`src/hw/rtl/lcdnw_pkg.sv`:
```
// shared types, request codes and the init beat table for the lcd nibble writer
`timescale 1ns / 1ps
package lcdnw_pkg;

  localparam logic [1:0] REQ_STRING = 2'd0;
  localparam logic [1:0] REQ_DATA   = 2'd1;
  localparam logic [1:0] REQ_INSTR  = 2'd2;
  localparam logic [1:0] REQ_INIT   = 2'd3;

  localparam int unsigned STEP_W = 5;

  localparam logic [STEP_W-1:0] BYTE_LAST = 5'd3;
  localparam logic [STEP_W-1:0] WRAP_LAST = 5'd7;
  localparam logic [STEP_W-1:0] INIT_LAST = 5'd28;

  localparam logic [4:0] PULSE_MS = 5'd2;

  localparam logic [7:0] DDRAM_ROW1 = 8'h80;
  localparam logic [7:0] DDRAM_ROW2 = 8'hC0;

  typedef struct packed {
    logic              init;
    logic [7:0]        byte0;
    logic              rs0;
    logic [7:0]        byte1;
    logic [STEP_W-1:0] last_step;
  } job_t;

  typedef struct packed {
    logic              busy;
    logic [STEP_W-1:0] step;
    logic [STEP_W-1:0] last_step;
  } status_t;

  typedef struct packed {
    logic [7:0] port;
    logic [4:0] hold;
  } beat_t;

  // fixed power-up sequence, one port write per step
  function automatic beat_t init_beat(input logic [STEP_W-1:0] step);
    beat_t b;
    unique case (step)
      5'd0:  b = '{port: 8'h00, hold: 5'd20};
      5'd1:  b = '{port: 8'h34, hold: 5'd2};
      5'd2:  b = '{port: 8'h30, hold: 5'd7};
      5'd3:  b = '{port: 8'h34, hold: 5'd2};
      5'd4:  b = '{port: 8'h30, hold: 5'd3};
      5'd5:  b = '{port: 8'h34, hold: 5'd2};
      5'd6:  b = '{port: 8'h30, hold: 5'd3};
      5'd7:  b = '{port: 8'h24, hold: 5'd2};
      5'd8:  b = '{port: 8'h20, hold: 5'd2};
      // instruction 0x28
      5'd9:  b = '{port: 8'h24, hold: 5'd2};
      5'd10: b = '{port: 8'h20, hold: 5'd2};
      5'd11: b = '{port: 8'h84, hold: 5'd2};
      5'd12: b = '{port: 8'h80, hold: 5'd2};
      // instruction 0x80
      5'd13: b = '{port: 8'h84, hold: 5'd2};
      5'd14: b = '{port: 8'h80, hold: 5'd2};
      5'd15: b = '{port: 8'h04, hold: 5'd2};
      5'd16: b = '{port: 8'h00, hold: 5'd2};
      // instruction 0x01
      5'd17: b = '{port: 8'h04, hold: 5'd2};
      5'd18: b = '{port: 8'h00, hold: 5'd2};
      5'd19: b = '{port: 8'h14, hold: 5'd2};
      5'd20: b = '{port: 8'h10, hold: 5'd2};
      // instruction 0x06
      5'd21: b = '{port: 8'h04, hold: 5'd2};
      5'd22: b = '{port: 8'h00, hold: 5'd2};
      5'd23: b = '{port: 8'h64, hold: 5'd2};
      5'd24: b = '{port: 8'h60, hold: 5'd2};
      // instruction 0x0f
      5'd25: b = '{port: 8'h04, hold: 5'd2};
      5'd26: b = '{port: 8'h00, hold: 5'd2};
      5'd27: b = '{port: 8'hF4, hold: 5'd2};
      5'd28: b = '{port: 8'hF0, hold: 5'd2};
      default: b = '{port: 8'h00, hold: 5'd0};
    endcase
    return b;
  endfunction

endpackage

```
`src/hw/rtl/lcdnw_req_if.sv`:
```
// request channel: one beat per lcd request
`timescale 1ns / 1ps
interface lcdnw_req_if;
  logic       valid;
  logic       ready;
  logic [1:0] req_type;
  logic [7:0] char_value;
  logic       string_start;

  modport source (output valid, req_type, char_value, string_start, input ready);
  modport sink (input valid, req_type, char_value, string_start, output ready);
endinterface

```
`src/hw/rtl/lcdnw_port_if.sv`:
```
// port write channel: one beat per lcd port write
`timescale 1ns / 1ps
interface lcdnw_port_if;
  logic       valid;
  logic       ready;
  logic [7:0] port_value;
  logic [4:0] wait_ms;
  logic       last;

  modport source (output valid, port_value, wait_ms, last, input ready);
  modport sink (input valid, port_value, wait_ms, last, output ready);
endinterface

```
`src/hw/rtl/lcdnw_plan.sv`:
```
// turns one request into a job and keeps the string cursor state
`timescale 1ns / 1ps
module lcdnw_plan
  import lcdnw_pkg::*;
#(
  parameter int unsigned ROW_LENGTH = 16
) (
  input  logic       clk,
  input  logic       rst,
  input  logic       accept,
  input  logic [1:0] req_type,
  input  logic [7:0] char_value,
  input  logic       string_start,
  output job_t       job
);

  localparam int unsigned CNT_W = (ROW_LENGTH > 2) ? $clog2(ROW_LENGTH) : 1;
  localparam logic [CNT_W-1:0] CNT_END = CNT_W'(ROW_LENGTH - 1);

  logic [CNT_W-1:0] char_count;
  logic [CNT_W-1:0] char_count_next;
  logic             second_row;
  logic             second_row_next;

  logic [CNT_W-1:0] cnt_eff;
  logic             row_eff;
  logic             wrap;

  always_comb begin
    cnt_eff = string_start ? '0 : char_count;
    row_eff = string_start ? 1'b0 : second_row;
    wrap    = (cnt_eff >= CNT_END);

    char_count_next = char_count;
    second_row_next = second_row;
    if (req_type == REQ_STRING) begin
      char_count_next = wrap ? '0 : cnt_eff + CNT_W'(1);
      second_row_next = wrap ? ~row_eff : row_eff;
    end

    job.init      = (req_type == REQ_INIT);
    job.byte0     = char_value;
    job.rs0       = (req_type == REQ_STRING) || (req_type == REQ_DATA);
    job.byte1     = row_eff ? DDRAM_ROW1 : DDRAM_ROW2;
    job.last_step = BYTE_LAST;
    unique case (req_type)
      REQ_STRING: job.last_step = wrap ? WRAP_LAST : BYTE_LAST;
      REQ_INIT:   job.last_step = INIT_LAST;
      default:    job.last_step = BYTE_LAST;
    endcase
  end

  always_ff @(posedge clk) begin
    if (rst) begin
      char_count <= '0;
      second_row <= 1'b0;
    end else if (accept) begin
      char_count <= char_count_next;
      second_row <= second_row_next;
    end
  end

endmodule

```
`src/hw/rtl/lcdnw_seq.sv`:
```
// job register, beat counter and output register for the port writes
`timescale 1ns / 1ps
module lcdnw_seq
  import lcdnw_pkg::*;
(
  input  logic       clk,
  input  logic       rst,
  input  logic       load,
  input  job_t       job_in,
  output logic       can_load,
  output status_t    status,
  output logic       out_valid,
  input  logic       out_ready,
  output logic [7:0] out_port,
  output logic [4:0] out_wait,
  output logic       out_last
);

  job_t              job;
  logic              busy;
  logic [STEP_W-1:0] step;

  logic  issue;
  logic  at_last;
  beat_t beat;
  logic [7:0] cur_byte;
  logic       cur_rs;
  logic [3:0] nib;

  always_comb begin
    issue    = busy && (!out_valid || out_ready);
    at_last  = (step == job.last_step);
    can_load = !busy || (issue && at_last);

    cur_byte = step[2] ? job.byte1 : job.byte0;
    cur_rs   = step[2] ? 1'b0 : job.rs0;
    nib      = step[1] ? cur_byte[3:0] : cur_byte[7:4];
    if (job.init) begin
      beat = init_beat(step);
    end else begin
      // enable high on even steps, low on odd
      beat.port = {nib, cur_rs, ~step[0], 2'b00};
      beat.hold = PULSE_MS;
    end

    status.busy      = busy;
    status.step      = step;
    status.last_step = job.last_step;
  end

  always_ff @(posedge clk) begin
    if (rst) begin
      busy <= 1'b0;
      step <= '0;
    end else if (load) begin
      busy <= 1'b1;
      step <= '0;
    end else if (issue) begin
      if (at_last) begin
        busy <= 1'b0;
      end else begin
        step <= step + STEP_W'(1);
      end
    end
  end

  always_ff @(posedge clk) begin
    if (load) begin
      job <= job_in;
    end
  end

  always_ff @(posedge clk) begin
    if (rst) begin
      out_valid <= 1'b0;
    end else if (issue) begin
      out_valid <= 1'b1;
    end else if (out_ready) begin
      out_valid <= 1'b0;
    end
  end

  always_ff @(posedge clk) begin
    if (issue) begin
      out_port <= beat.port;
      out_wait <= beat.hold;
      out_last <= at_last;
    end
  end

endmodule

```
`src/hw/rtl/char_lcd_nibble_writer.sv`:
```
// top level of the 4-bit character lcd writer: requests in, port writes out
// usage:
//   req beats carry req_type, char_value and string_start; each request becomes
//   a run of lcd beats (port_value, wait_ms, last), one beat per port write
//   a string char or raw byte gives 4 beats, a string char that ends a row
//   gives 8 (the set-address instruction follows), init gives 29
//   a taken request is loaded into the job register, then its first lcd beat
//   moves into the output register, which gives one lcd beat per cycle while
//   the lcd sink is ready; the beat counter in the sequencer sets the pace
//   req ready rises again in the cycle the last beat of the running request
//   moves into the output register, so requests follow back to back
//   reset clears the row cursor (count 0, first row) and drops all beats
//   a stalled lcd sink freezes the output register and the beat counter;
//   no beat is dropped or repeated
`timescale 1ns / 1ps
module char_lcd_nibble_writer
  import lcdnw_pkg::*;
#(
  parameter int unsigned ROW_LENGTH = 16
) (
  input  logic clk,
  input  logic rst,
  lcdnw_req_if.sink    req,
  lcdnw_port_if.source lcd
);

  logic    accept;
  logic    can_load;
  job_t    job;
  status_t status;

  // request beat is taken when the sequencer is free or finishing
  assign req.ready = can_load;
  assign accept    = req.valid && can_load;

  // request decode and row cursor
  lcdnw_plan #(
    .ROW_LENGTH (ROW_LENGTH)
  ) u_plan (
    .clk          (clk),
    .rst          (rst),
    .accept       (accept),
    .req_type     (req.req_type),
    .char_value   (req.char_value),
    .string_start (req.string_start),
    .job          (job)
  );

  // beat generation and output register
  lcdnw_seq u_seq (
    .clk       (clk),
    .rst       (rst),
    .load      (accept),
    .job_in    (job),
    .can_load  (can_load),
    .status    (status),
    .out_valid (lcd.valid),
    .out_ready (lcd.ready),
    .out_port  (lcd.port_value),
    .out_wait  (lcd.wait_ms),
    .out_last  (lcd.last)
  );

  // after reset nothing is in flight
  a_reset_idle: assert property (@(posedge clk) rst |=> !status.busy && !lcd.valid)
    else $error("sequencer busy after reset");

  // beat counter never runs past the end of its job
  a_step_range: assert property (@(posedge clk) disable iff (rst)
    status.busy |-> status.step <= status.last_step)
    else $error("beat counter past last step");

  // a taken request starts at its first beat
  a_load_start: assert property (@(posedge clk) disable iff (rst)
    req.valid && req.ready |=> status.busy && status.step == '0)
    else $error("request taken but job not started");

  // init always plays the full sequence
  a_init_len: assert property (@(posedge clk) disable iff (rst)
    req.valid && req.ready && req.req_type == REQ_INIT |=> status.last_step == INIT_LAST)
    else $error("init job has wrong length");

endmodule

```
`src/flat_wrapper.sv`:
```
// flat-port wrapper written by rule: the top's interface ports become plain ports
module char_lcd_nibble_writer_flat import lcdnw_pkg::*;
#(
  parameter int unsigned ROW_LENGTH = 16
)
  (clk, rst, req_valid, req_req_type, req_char_value, req_string_start, req_ready, lcd_valid, lcd_port_value, lcd_wait_ms, lcd_last, lcd_ready);
  lcdnw_req_if req_i ();
  lcdnw_port_if lcd_i ();
  input  logic clk;
  input  logic rst;
  input wire logic [$bits(req_i.valid)-1:0] req_valid;
  input wire logic [$bits(req_i.req_type)-1:0] req_req_type;
  input wire logic [$bits(req_i.char_value)-1:0] req_char_value;
  input wire logic [$bits(req_i.string_start)-1:0] req_string_start;
  output wire logic [$bits(req_i.ready)-1:0] req_ready;
  output wire logic [$bits(lcd_i.valid)-1:0] lcd_valid;
  output wire logic [$bits(lcd_i.port_value)-1:0] lcd_port_value;
  output wire logic [$bits(lcd_i.wait_ms)-1:0] lcd_wait_ms;
  output wire logic [$bits(lcd_i.last)-1:0] lcd_last;
  input wire logic [$bits(lcd_i.ready)-1:0] lcd_ready;
  assign req_i.valid = req_valid;
  assign req_i.req_type = req_req_type;
  assign req_i.char_value = req_char_value;
  assign req_i.string_start = req_string_start;
  assign req_ready = req_i.ready;
  assign lcd_valid = lcd_i.valid;
  assign lcd_port_value = lcd_i.port_value;
  assign lcd_wait_ms = lcd_i.wait_ms;
  assign lcd_last = lcd_i.last;
  assign lcd_i.ready = lcd_ready;
  char_lcd_nibble_writer #(.ROW_LENGTH(ROW_LENGTH)) u_core (.clk(clk), .rst(rst), .req(req_i), .lcd(lcd_i));
endmodule
```
`config.mk`:
```
export PLATFORM = sky130hd
export DESIGN_NAME = char_lcd_nibble_writer_flat
export DESIGN_NICKNAME = d
export VERILOG_FILES = /design/src/hw/rtl/lcdnw_pkg.sv /design/src/hw/rtl/lcdnw_req_if.sv /design/src/hw/rtl/lcdnw_port_if.sv /design/src/hw/rtl/lcdnw_plan.sv /design/src/hw/rtl/lcdnw_seq.sv /design/src/hw/rtl/char_lcd_nibble_writer.sv /design/src/flat_wrapper.sv
export SDC_FILE = /design/constraint.sdc
export NUM_CORES = 1
export LEC_CHECK = 0
export BUFFER_PORTS_ARGS = -buffer_cell sky130_fd_sc_hd__buf_2
export CAP_MARGIN = 20
export CORE_MARGIN = 2
export CORE_UTILIZATION = 47
export DETAILED_ROUTE_END_ITERATION = 6
export PLACE_DENSITY = 0.71
export SYNTH_ARGS = -nofsm -noshare
export SYNTH_HDL_FRONTEND = slang
export SYNTH_SLANG_ARGS = --single-unit
export TNS_END_PERCENT = 1
```
`constraint.sdc`:
```
create_clock -name clk -period 3.3 [get_ports clk]
set_clock_uncertainty 0.1 [all_clocks]
set_input_delay 0.825 -clock clk [delete_from_list [all_inputs] [get_ports clk]]
set_output_delay 0.825 -clock clk [all_outputs]
set_load 0.05 [all_outputs]
```
==> out/summary.txt <==
RSZ-0062 raised after global routing: no
pwr/cell area: 450.9 nW/um2
slowest stage cell, crit path: dfxtp_1
Worst-path clk slew: 0.08 ns
unique cell type count in the Yosys netlist: 55
CTS resizes: 0
Final Max Slew Viols: 0
post-DR wirelength/cell: 13.73 um
total number of H-tree levels: 2
# diodes: 0
Initial Utilization: 48.03%
Max-Cap Viols: 0
largest net degree at the start of global routing: 14
Final Cycle Share: 92.61%
Fmax achieved: 327.2 MHz
hold_ws: 0.3918 ns
Data arrival, critical path: 3.14 ns
vias: 1558
# setup viols final: 0
Cells after Synth: 202
CP endpoint kind: flip-flop
power after layout: 1.122 mW
most frequent cells after synthesis: 24 x edfxtp_1, 21 x dfxtp_1, 21 x nor2_1
Synth top area share: 32.41%
die area: 5297 um2
IO Pins: 31
hold_buf cts: 0
Leak: 1.011 nW
routability-driven placement congestion ratio: 0.9426
Async S/R FF share, synth: 0%
CP Class: reg -> reg
# DRC: 0
Rel. slew slack: 58.09%
TritonRoute pass-1 iters: 4
outcome: completed
top_reg_cell synth: edfxtp_1
placed cell count: 282
WP buf/inv: 1
maximum vdd drop: 184.4 uV
clk sinks: 45
YS warnings: 0
Post-synth EDFFs: 24
fraction of layout cells with a size suffix above 1: 25.85%
dpl hpwl: 2933 um
Final Critical Period: 3.056 ns
global-route wire length before repair: 6727 um
Syn-to-layout area delta: 11.87%
Final ANT Viol Nets: 0
clock root buffer: clkbuf_8
top-count cell post-synth: edfxtp_1
largest area contributor in the synthesized netlist: edfxtp_1
Mapped Avg Cell Area: 11.01 um2
setup TNS: 0 ns
worst-path cell chain: and3_4, o221a_1, a21o_1, and2_2, nor2_1, nand2_1, inv_1, ha_1, o31ai_2, a211oi_2, a211oi_1, nor3_1
crit start category: flip-flop
worst-path fanout max: 10
port buffer count: 27
Post-Route WL: 3982 um
Non-Filler Instances: 290
Worst Tran Pin Value: 0.6233 ns
deepest clock path buffer count: 2
number of antenna violations at the first check in global routing: 0
die width: 72.78 um
Row Count: 25
routed vias/inst: 5.372
all-layer global routing usage: 16.81%
number of CTS-inserted buffers: 5
Top delay family on crit path: compound AO/OA/AOI/OAI gates
# nets final: 259
Finished Core Util: 53.73%
biggest cell delay along the critical path: 0.59 ns
Min-Delay Path Class: reg -> reg
sequential element share of the synthesized area: 51.32%
Vert. Die Dim: 72.78 um
clk_lat worst skew: 0.30 ns
vias in the first global route: 1445
Syn Std Cell Area: 2223 um2
total gr overflow: 0
first-iteration detailed-routing DRC count: 58
Core Area: 4629 um2
Critical Path RT: 3.38 ns
Area contributors post-synth: edfxtp_1 32%, dfxtp_1 19%, ha_1 5.1%
Fin. Hold Viols: 0
postcts setup bufs: 0
flops & latches, synth: 45
CTS tree: done
[area by class of cell]
class	count	area [um2]
clock buffer	6	72.57
clock inverter	2	10.01
fill	415	2142
inverter	17	63.81
multi-input combinational	132	944.7
sequential	45	1141
tap	54	67.56
timing repair buffer	34	187.7
[worst reg2reg max path, stage by stage, from the launching register on]
cell	delay (ns)
dfxtp_1	0.59
and3_4	0.26
o221a_1	0.31
a21o_1	0.23
and2_2	0.17
nor2_1	0.05
nand2_1	0.15
inv_1	0.07
ha_1	0.23
o31ai_2	0.33
a211oi_2	0.15
a211oi_1	0.23
nor3_1	0.07
[cell families (layout without fill, tap and decap cells)]
group / count (synthesis) / count (layout) / share of synthesized area (%)
simple gates: 62 / 62 / 15.08
buf+inv: 27 / 59 / 6.584
fa+ha+maj: 9 / 9 / 5.065
other cells: 1 / 3 / 0.1687
mux: 6 / 6 / 2.926
flops: 45 / 45 / 51.32
xor+xnor: 4 / 4 / 1.914
compound gates: 48 / 48 / 16.94
[through the flow]
step | setup slack (ns) | area (um2)
2_1_floorplan | 0.02572 | 2232
3_3_place_gp | 0.3054 | 2405
3_5_place_dp | 0.2095 | 2405
4_1_cts | 0.2798 | 2487
5_1_grt | 0.06003 | 2487
6_report | 0.2438 | 2487
[layer usage]
layer / up-vias / track usage, % / wire (um)
met2: 38 / 26.67 / 1898
met3: 7 / 4.420 / 186
li1: 786 / - / -
met1: 727 / 22.22 / 1814
met5: - / 0 / 0
met4: 0 / 5.967 / 82
[final timing paths]
| kind | cells past startpoint | startpoint | to | slack, ns |
|---|---|---|---|---|
| max | 12 | u_core.u_seq.step[1] | flip-flop | 0.24 |
| min | 1 | flip-flop | u_core.u_seq.out_wait[1] | 0.39 |
| max reg2reg | 12 | u_core.u_seq.step[1] | flip-flop | 0.24 |
| min reg2reg | 1 | flip-flop | u_core.u_seq.out_wait[1] | 0.39 |
[where the power goes]
part / internal (mW) / leakage (nW) / switching [mW]
logic: 0.0499 / 0.567 / 0.112
registers: 0.623 / 0.399 / 0.0101
clock network: 0.147 / 0.0450 / 0.180
total: 0.819 / 1.01 / 0.302
[placed cells by master (no fill, tap or decap), types with 3 or more instances in the layout]
master	instances
dfxtp_1	21
a22o_1	3
inv_1	16
conb_1	3
clkbuf_8	5
o21ai_0	6
nor2b_1	3
buf_4	7
a21oi_1	9
nand3_1	5
nor3_2	3
nor2_1	21
nor3_1	4
a31oi_1	4
edfxtp_1	24
and3_1	3
mux2_2	4
and2_1	4
ha_1	9
nand2b_1	4
buf_2	27
a211oi_1	3
nand2_1	7
Note: power is estimated with default switching activity, not from simulation.
